### config.mk
export PLATFORM = sky130hd
export DESIGN_NAME = w4ne_queue
export DESIGN_NICKNAME = d
export VERILOG_FILES = /design/src/hdl/w4ne_pkg.sv /design/src/hdl/w4ne_queue.sv
export VERILOG_INCLUDE_DIRS = /design/src /design/src/hdl
export SDC_FILE = /design/constraint.sdc
export NUM_CORES = 1
export LEC_CHECK = 0
export BUFFER_PORTS_ARGS = -buffer_cell sky130_fd_sc_hd__buf_2
export CAP_MARGIN = 30
export CELL_PAD_IN_SITES_DETAIL_PLACEMENT = 1
export CELL_PAD_IN_SITES_GLOBAL_PLACEMENT = 1
export CORE_MARGIN = 4
export CORE_UTILIZATION = 39
export DETAILED_ROUTE_END_ITERATION = 8
export GPL_ROUTABILITY_DRIVEN = 0
export PLACE_DENSITY = 0.74
export SYNTH_ARGS = -nofsm -noshare
export SYNTH_HDL_FRONTEND = slang
export SYNTH_SLANG_ARGS = --single-unit
export TNS_END_PERCENT = 50
### constraint.sdc
create_clock -name clk -period 1.9 [get_ports clk]
set_input_delay 0.38 -clock clk [delete_from_list [all_inputs] [get_ports clk]]
set_output_delay 0.38 -clock clk [all_outputs]
set_load 0.03 [all_outputs]
### src/hdl/ws2812_four_lane_nibble_encoder_core_macros.svh
// Assertion macros shared by the four-lane nibble encoder RTL.
`ifndef WS2812_FOUR_LANE_NIBBLE_ENCODER_CORE_MACROS_SVH
`define WS2812_FOUR_LANE_NIBBLE_ENCODER_CORE_MACROS_SVH

// Same-cycle implication, disabled while reset is held.
`define W4NE_ASSERT_NOW(label, clk, rst_n, ante, cons) \
  label: assert property (@(posedge clk) disable iff (!rst_n) (ante) |-> (cons)) \
    else $error("w4ne: same-cycle check failed");

// Next-cycle implication, disabled while reset is held.
`define W4NE_ASSERT_NEXT(label, clk, rst_n, ante, cons) \
  label: assert property (@(posedge clk) disable iff (!rst_n) (ante) |=> (cons)) \
    else $error("w4ne: next-cycle check failed");

`endif

### src/hdl/w4ne_pkg.sv
// Types, constants and helpers for the four-lane nibble encoder.
`timescale 1ns / 1ps
`default_nettype none
package w4ne_pkg;

  localparam int RAIL_W     = 8;
  localparam int LANES      = 4;
  localparam int NIB_CNT    = 8;
  localparam int WORD_W     = 32;
  localparam int GAP_W      = 7;
  localparam int IDX_W      = 6;

  localparam logic [GAP_W-1:0] GAP_RESET     = 7'd50;
  localparam logic [GAP_W-1:0] GAP_MAX       = 7'd64;
  localparam logic [IDX_W-1:0] DATA_LAST_IDX = 6'd7;
  localparam logic [IDX_W-1:0] GAP_LAST_MAX  = 6'd63;

  localparam logic [7:0] BYTE_ONES  = 8'hFF;
  localparam logic [7:0] BYTE_ZEROS = 8'h00;

  // Request kinds on the input channel
  typedef enum logic {
    REQ_DATA = 1'b0,
    REQ_GAP  = 1'b1
  } req_kind_t;

  // Classified command handed from the front end to the word generator
  typedef struct packed {
    logic                            is_gap;
    logic [IDX_W-1:0]                last_idx;
    logic [NIB_CNT-1:0][LANES-1:0]   nib;
  } cmd_t;

  // Bus word for one lane nibble: FF, nn, n0, 00
  function automatic logic [WORD_W-1:0] lane_word(input logic [LANES-1:0] n);
    lane_word = {BYTE_ONES, n, n, n, 4'h0, BYTE_ZEROS};
  endfunction

endpackage
`default_nettype wire

### src/hdl/w4ne_queue.sv
// Command queue between the front end and the word generator.
`timescale 1ns / 1ps
`default_nettype none
`include "ws2812_four_lane_nibble_encoder_core_macros.svh"
module w4ne_queue import w4ne_pkg::*; #(
  parameter int DEPTH = 2
) (
  input  wire logic clk,
  input  wire logic rst_n,
  input  wire cmd_t push_cmd,
  input  wire logic push_valid,
  output logic      push_ready,
  output cmd_t      pop_cmd,
  output logic      pop_valid,
  input  wire logic pop_take
);

  localparam int PTR_W = (DEPTH > 1) ? $clog2(DEPTH) : 1;
  localparam int CNT_W = $clog2(DEPTH + 1);
  localparam logic [PTR_W-1:0] PTR_LAST = PTR_W'(DEPTH - 1);
  localparam logic [CNT_W-1:0] CNT_FULL = CNT_W'(DEPTH);

  cmd_t             mem_r [DEPTH];
  logic [PTR_W-1:0] wr_ptr_r, wr_ptr_nxt;
  logic [PTR_W-1:0] rd_ptr_r, rd_ptr_nxt;
  logic [CNT_W-1:0] count_r, count_nxt;
  logic             push, pop;

  assign push_ready = (count_r != CNT_FULL);
  assign pop_valid  = (count_r != '0);
  assign push       = push_valid && push_ready;
  assign pop        = pop_take && pop_valid;
  assign pop_cmd    = mem_r[rd_ptr_r];

  // Pointer and occupancy update
  always_comb begin
    wr_ptr_nxt = wr_ptr_r;
    rd_ptr_nxt = rd_ptr_r;
    count_nxt  = count_r;
    if (push) begin
      wr_ptr_nxt = (wr_ptr_r == PTR_LAST) ? '0 : wr_ptr_r + PTR_W'(1);
    end
    if (pop) begin
      rd_ptr_nxt = (rd_ptr_r == PTR_LAST) ? '0 : rd_ptr_r + PTR_W'(1);
    end
    if (push && !pop) begin
      count_nxt = count_r + CNT_W'(1);
    end else if (pop && !push) begin
      count_nxt = count_r - CNT_W'(1);
    end
  end

  always_ff @(posedge clk) begin
    if (!rst_n) begin
      wr_ptr_r <= '0;
      rd_ptr_r <= '0;
      count_r  <= '0;
    end else begin
      wr_ptr_r <= wr_ptr_nxt;
      rd_ptr_r <= rd_ptr_nxt;
      count_r  <= count_nxt;
    end
  end

  // Storage
  always_ff @(posedge clk) begin
    if (push) begin
      mem_r[wr_ptr_r] <= push_cmd;
    end
  end

  `W4NE_ASSERT_NOW(a_q_count_bound, clk, rst_n, 1'b1, count_r <= CNT_FULL)
  `W4NE_ASSERT_NEXT(a_q_count_up, clk, rst_n, push && !pop, count_r == $past(count_r) + 1'b1)
  `W4NE_ASSERT_NEXT(a_q_count_down, clk, rst_n, pop && !push, count_r == $past(count_r) - 1'b1)

endmodule
`default_nettype wire

# Word level (Yosys, flattened, before mapping)
# Memory sizes are Yosys's and may differ from the RTL's. A register that Yosys moved wholly into a read port is not among the register bits.
# Cells that the tools add are included.
dict set report classes {
  n_mux 8
  n_eq_ne 1
  reduce_logical 8
  addsub 4
}
# cell n
set op_table {}
lappend op_table {{$mux 1} 6}
lappend op_table {{$logic_and 1x1->1} 4}
lappend op_table {{$mux 2} 2}
lappend op_table {{$reduce_bool 2->1} 2}
lappend op_table {{$add 1x1->1 const B} 2}
lappend op_table {{$add 2x1->2 const B} 1}
lappend op_table {{$logic_not 1->1} 2}
lappend op_table {{$ne 2x2->1 const B} 1}
lappend op_table {{$sub 2x1->2 const B} 1}
dict set report totals {
  regBits 4
  mem_count 1
  out_inout_bits 41
  ram_bits 78
  wordCells 25
  inputBits 43
}
# memory words width read_ports rd_clocked_by_memory_dff wr line_no
set mem_list {}
lappend mem_list {mem_r 2 39 1 1 1 w4ne_queue.sv:23} ;# cmd_t mem_r [DEPTH];

# Logic depth before layout (Yosys ltp)
# Gate-level depths: netlist of the first run.
dict set report depth {
  depth_word 6
  ltp_mapped 6
  ltp_nobuf 6
}

# Worst setup path before layout of the first run
# No wires, ideal clock.
dict set report synth_timing {
  path_kind {flip-flop to flip-flop}
  start {register count_r[0]}
  end {memory mem_r[1][0] (netlist bit), enable pin}
  path_stages_with_launch 3
  setup_ns 0.400
  required_time_ns 1.500
  slack_ns -0.121
  synth_period_minus_slack_ns 2.021
  n_path_buf 0
  t_arrival_ns 1.621
  cell_sequence {dfxtp_1 > nand2b_4 > and3_1}
}
dict set report synth_between {
  elab_chain_len 4
}
# element line_no
set synth_rtl {}
lappend synth_rtl {{start: declaration} w4ne_queue.sv:26} ;# logic [CNT_W-1:0] count_r, count_nxt;
lappend synth_rtl {{start signal: assignment} w4ne_queue.sv:61} ;# count_r <= count_nxt;
lappend synth_rtl {{$ne 2x2->1} w4ne_queue.sv:29} ;# assign push_ready = (count_r != CNT_FULL);
lappend synth_rtl {{net push_ready} w4ne_queue.sv:12} ;# output logic push_ready,
lappend synth_rtl {{$logic_and 1x1->1} w4ne_queue.sv:31} ;# assign push = push_valid && push_ready;
lappend synth_rtl {{$mux 1} w4ne_queue.sv:67} ;# if (push) begin
lappend synth_rtl {{$mux 1 (not written as such)} w4ne_queue.sv:68} ;# mem_r[wr_ptr_r] <= push_cmd;
lappend synth_rtl {{end: declaration} w4ne_queue.sv:23}
# The timed path passes the listed nets, and every way through them passes these cells.

==> impl_results.md, run 1 <==
* Clk_lat worst skew at 350 ps
* Number of global-route vias before repair at 1,813
* Clock skew at 9.43 ps
* P per Cell Area at 1390 nW/um^2
* Hold Fails Final Rpt at 0
* Port buffer count at 83
* Commonest non-fill, non-tap cell in the layout: edfxtp_1
* Slew headroom at 84.8%
* Final Cycle Share at 99.1%
* Psw at 1.92 mW
* Final setup vio count at 0
* Crit path max fanout at 4
* Post-DP Area at 3630 um^2
* Unique masters post-synth at 20
* Yosys top cell area share at 76.8%
* Rows at 31
* Antenna Violating Nets Remaining at 0
* Inst Count DP at 327
* Commonest non-fill, non-tap cells in the layout: edfxtp_1, buf_2, mux2_2, mux2_4, buf_6
* Total CTS buffers at 9
* Initial DRC Count at 89
* First-pass GRT wire length at 8760 um
* Post-detailed-route wirelength per cell at 17.3 um
* Worst Hold Margin at 216 ps
* Setup repair after global routing missed its margin: true
* Min-Delay Path Class: primary input to flop
* Final max-slew violation count at 0
* Status: completed
* Grt ovf at 0
* Worst slack, placed at 300 ps
* FF+latch count, synth at 83
* CTS tree: built
* Reg power frac at 41.8%
* Finished Layout Cells at 349
* Post-synthesis sequential area ratio at 80.1%
* Max-Cap Viols at 0
* Clk sinks at 83
* Final Power at 5.71 mW
* Final worst slack at 16.8 ps
* Hpwl dp at 3830 um
* WP data arrival at 1500 ps
* Htree depth at 3
* CTS max path bufs at 2
* CP Capture Type: primary output
* Crit Path Class: flop to primary output
* CP Buf/Inv Count at 3
* # nets final at 289
* Setup TNS at 0 ps
* Clock slew at reported path FFs at 90 ps
* Synth area leader: edfxtp_1
* Total number of vias at 1,672
* Synth Cell Area at 3050 um^2
* Switching Fraction at 33.6%
* Die Y at 96.4 um
* Min Tclk post-route at 1880 ps
* Final design utilization at 55.4%
* Layout cells sized above 1 at 61.2%
* Area growth syn-to-layout at 34.6%
* Peak Freq at 531 MHz
* P_leak at 1.57 nW
* Worst-margin pin slew at 228 ps
* Largest net degree at the start of global routing at 40
* Int Power at 3.79 mW
* Mapped Avg Cell Area at 21.0 um^2
* Slowest cell delay on critical path at 410 ps
* Worst Path Required at 1520 ps
* Worst vdd ir at 824 uV
* Die X at 96.4 um
* GRT Overall Usage at 12.9%
* Detailed Routing Iterations Pass 1 at 4
* # IOs at 84
* Syn_nets at 189
* Family with the most delay on the worst path: buffers and inverters
* Full die area at 9300 um^2
* Initial antenna violation count at 0
* Diodes inserted at 0
* Core box area at 7410 um^2
* Critical path's slowest cell: dfxtp_4
* Hold Buf Count CTS at 0
* Synth Instances at 145
* Setup crit start kind: flop
* Design area at 4100 um^2
* Vias per cell at 4.79
* DRC violations left at 0
* Worst-path cell chain: buf_12, buf_4, mux2_2, buf_2
* Synth area leaders: edfxtp_1, mux2_2, dfxtp_1, and2_1, xnor2_1
* WL final at 6040 um
* Root buffer cell: clkbuf_8
* Clock power share at 20.0%
* Starting density of the core at 41.2%
* Combinational share of power at 38.2%
* Synth warnings at 0
per-layer routing:
metal	global-route usage, %	vias to the layer above	wire length, um
met5	0	-	0
met4	5.96	0	93
met3	3.18	9	356
met2	21.3	55	3060
met1	16.1	835	2530
li1	-	773	-
cell usage after synthesis:
library cell / number
xor2_1: 1
mux2_2: 39
a21boi_0: 1
and2_1: 4
o21ai_0: 1
inv_1: 1
a21bo_2: 1
or2_2: 1
buf_2: 2
or3_1: 1
nand2b_4: 1
nand3b_1: 1
o21ai_1: 1
and3_1: 1
ha_1: 1
buf_4: 2
edfxtp_1: 78
dfxtp_1: 5
xnor2_1: 2
a21boi_1: 1
cells by family after synthesis:
family,count (synthesis),share of synthesized area (%)
buf+inv,5,0.944
simple gates,9,2.13
compound gates,5,1.15
mux,39,14.4
flops,83,80.1
fa+ha+maj,1,0.410
xor+xnor,3,0.862
final cells by class:
cell class / instances / area, um^2
fillers: 693 / 3310
multi-input cells: 57 / 643
clock inverters: 7 / 57.6
clock buffers: 9 / 124
inverters: 1 / 3.75
repair buffers: 93 / 704
flip-flops and latches: 83 / 2450
well taps: 99 / 124
worst reg2reg max path: stages (launching register included):
cell and delay [ps]:
dfxtp_1 440, nand2b_4 100, and2_1 160, ha_1 330, or3_1 350, a21boi_1 150
state kept, by name, summed over array words and instances (netlist names), named ones only:
| signal | flops |
|---|---|
| count_r | 2 |
| mem_r | 78 |
| rd_ptr_r | 1 |
| wr_ptr_r | 1 |
power by group through the flow:
stage          registers (mW)  clock network (mW)  logic (mW)
6_report                 2.39                1.14        2.18
3_5_place_dp             2.43                   0        1.74
5_1_grt                  2.41                1.27        2.31
4_1_cts                  2.39                1.18        1.95
3_3_place_gp             2.41                   0        1.72
2_1_floorplan            2.39                   0        1.26
path summary, 6_finish.rpt:
path	from	end	slack [ps]	depth (start not counted)
setup reg to reg	count_r[1]	count_r[1]	310	5
setup / recovery	flop	pop_cmd[30]	20	4
hold / removal	push_cmd[15]	mem_r[1][15]	220	1
hold reg to reg	count_r[1]	count_r[1]	580	2
timing repair:
item | CTS | global route
setup buffers | 3 | 0
pin swaps | 0 | 0
gates resized for setup | 9 | 59
setup endpoints to repair | 33 | 19
cloned | 2 | 1
(Power assumes the default switching activity.)
==> inputs of run 2 (changes only) <==
--- a/config.mk
+++ b/config.mk
@@ -14,7 +14,7 @@
 export CORE_UTILIZATION = 39
 export DETAILED_ROUTE_END_ITERATION = 8
 export GPL_ROUTABILITY_DRIVEN = 0
-export PLACE_DENSITY = 0.74
+export PLACE_DENSITY_LB_ADDON = 0.1
 export SYNTH_ARGS = -nofsm -noshare
 export SYNTH_HDL_FRONTEND = slang
 export SYNTH_SLANG_ARGS = --single-unit
==> run 2 against run 1 <==
  * Cell area down 7.2%
  * First-iteration DRC count down 46%
  * Final cell count down 1.1%
  * Total power down 7.7%
  * Register-to-register slack worse by 70 ps
  * Maximum frequency up 3.1%
==> impl_results.md, run 2 (synthesized netlist as in run 1, its figures left out) <==
* Peak Freq at 548 MHz (+3.1%)
* Final Cycle Share at 96.1% (-3.0 points)
* R2R setup slack at 240 ps (-70 ps)
* CTS max path bufs at 2 (unchanged)
* Post-DP Area at 3620 um^2 (-0.28%)
* Root buffer cell: clkbuf_8
* Worst r2r src: count_r[0]
* Largest Register: mem_r
* GRT Overall Usage at 13.1% (+0.13 points)
* Setup repair after global routing missed its margin: false
* Reg power frac at 44.9% (+3.1 points)
* Total number of vias at 1,616 (-3.3%)
* Design area at 3810 um^2 (-7.2%)
* Min Tclk post-route at 1830 ps (-56.7 ps)
* Clock power share at 22.3% (+2.3 points)
* Final setup vio count at 0 (unchanged)
* Vias per cell at 4.68 (-2.2%)
* Hold EP: mem_r[0][27]
* WL final at 5840 um (-3.4%)
* Setup bufs post-CTS at 0 (-3)
* Die X at 96.4 um (unchanged)
* Psw at 1.75 mW (-8.7%)
* Layout cells sized above 1 at 59.8% (-1.4 points)
* Worst-margin pin slew at 358 ps (+130 ps)
* P per Cell Area at 1380 nW/um^2 (-0.48%)
* Grt ovf at 0 (unchanged)
* Final design utilization at 51.4% (-4.0 points)
* Worst Path Required at 1520 ps (about the same)
* Diodes inserted at 0 (unchanged)
* Rows at 31 (unchanged)
* CP Capture Type: primary output
* Final max-slew violation count at 0 (unchanged)
* First-pass GRT wire length at 8710 um (-0.64%)
* DRC violations left at 0 (unchanged)
* Int Power at 3.52 mW (-7.2%)
* Full die area at 9300 um^2 (unchanged)
* R2R cell count at 5 (unchanged)
* Commonest non-fill, non-tap cells in the layout: buf_2, edfxtp_1, mux2_2, clkbuf_8, buf_4
* Worst vdd ir at 599 uV (-27%)
* Post-detailed-route wirelength per cell at 16.9 um (-2.3%)
* Largest net degree at the start of global routing at 27 (-33%)
* Number of global-route vias before repair at 1,773 (-2.2%)
* Area growth syn-to-layout at 24.8%
* Hold Path Stages at 1 (unchanged)
* Htree depth at 3 (unchanged)
* Antenna Violating Nets Remaining at 0 (unchanged)
* Switching Fraction at 33.2% (-0.36 points)
* Hold Fails Final Rpt at 0 (unchanged)
* Initial DRC Count at 48 (-46%)
* # IOs at 84 (unchanged)
* Status: completed
* Starting density of the core at 41.2% (unchanged)
* CTS tree: built
* Setup crit start kind: flop
* Total CTS buffers at 9 (unchanged)
* Clock slew at reported path FFs at 80 ps (about the same)
* Max reg flops at 78 (unchanged)
* Worst Min Path Start: push_cmd[27]
* Regs by FF count: mem_r (78), count_r (2)
* Clk_lat worst skew at 340 ps (about the same)
* Hpwl dp at 4150 um (+8.5%)
* Slew headroom at 76.1% (-8.7 points)
* Die Y at 96.4 um (unchanged)
* Port buffer count at 83 (unchanged)
* Commonest non-fill, non-tap cell in the layout: buf_2
* # nets final at 285 (-1.4%)
* Combinational share of power at 32.8% (-5.4 points)
* Hold Buf Count CTS at 0 (unchanged)
* P_leak at 1.43 nW (-9.2%)
* Clock skew at 4.97 ps (-4.46 ps)
* WP data arrival at 1450 ps (-50 ps)
* Crit Path Class: flop to primary output
* Setup TNS at 0 ps (unchanged)
* Crit path max fanout at 13 (+9)
* Initial antenna violation count at 0 (unchanged)
* Detailed Routing Iterations Pass 1 at 3 (-1)
* R2r endpoint: count_r[1]
* Clk sinks at 83 (unchanged)
* Core box area at 7410 um^2 (unchanged)
* Max-Cap Viols at 0 (unchanged)
* Min-Delay Path Class: primary input to flop
* Post-CTS sizing at 0 (-9)
[run 2: cell count changes in the layout (fill, tap and decap cells not counted), moves of 2 or more]
cell      before  now
buf_6         17    0
buf_16         2    0
clkinv_1       0    3
mux2_2        22   39
mux2_4        17    0
buf_12         4    1
buf_2         66   83
buf_4          3    5
inv_6          3    0
[run 2: per-stage QoR]
stage                     setup WS, ps  total power, mW  hold slack, ps  instances
final                             73.6             5.27             222        345
after global routing              4.11             5.55             201        345
after CTS                         27.8             5.36             193        345
after detailed placement           256             4.18             565        329
after global placement             400             4.10             524        329
after floorplan                   25.9             3.65             479        145
[run 2: per-layer routing]
layer | up-vias | track usage [%] | part of all wire (%)
met5 | - | 0 | 0
met4 | 0 | 7.71 | 2.2
met3 | 10 | 3.49 | 6.2
met2 | 48 | 22.7 | 54
met1 | 799 | 14.3 | 38
li1 | 759 | - | -
[run 2: power by group through the flow]
stage	clock network (mW)	logic (mW)	registers, mW
2_1_floorplan	0	1.26	2.39
3_3_place_gp	0	1.71	2.39
3_5_place_dp	0	1.76	2.41
4_1_cts	1.22	1.77	2.37
5_1_grt	1.30	1.85	2.39
6_report	1.17	1.73	2.37
[run 2: worst max-delay path, stage by stage, from the launching register on]
cell,delay (ps)
dfxtp_2,360
buf_4,210
mux2_2,360
buf_2,180
[run 2: cell type report]
| type | count | area (um^2) |
|---|---|---|
| clock buffer | 9 | 124 |
| clock inverter | 7 | 58.8 |
| fill | 733 | 3600 |
| inverter | 1 | 3.75 |
| multi-input combinational | 57 | 579 |
| sequential | 83 | 2440 |
| tap | 99 | 124 |
| timing repair buffer | 89 | 473 |
[run 2: how the worst max path moves through the flow]
| stage | start | to | depth (start not counted) |
|---|---|---|---|
| finish | flop | pop_cmd[35] | 3 |
| global route | flop | pop_cmd[33] | 3 |
| CTS | flop | pop_cmd[22] | 3 |
| detailed placement | count_r[0] | count_r[1] | 5 |
| global placement | count_r[0] | count_r[1] | 5 |
| floorplan | count_r[0] | mem_r[0][0] | 3 |
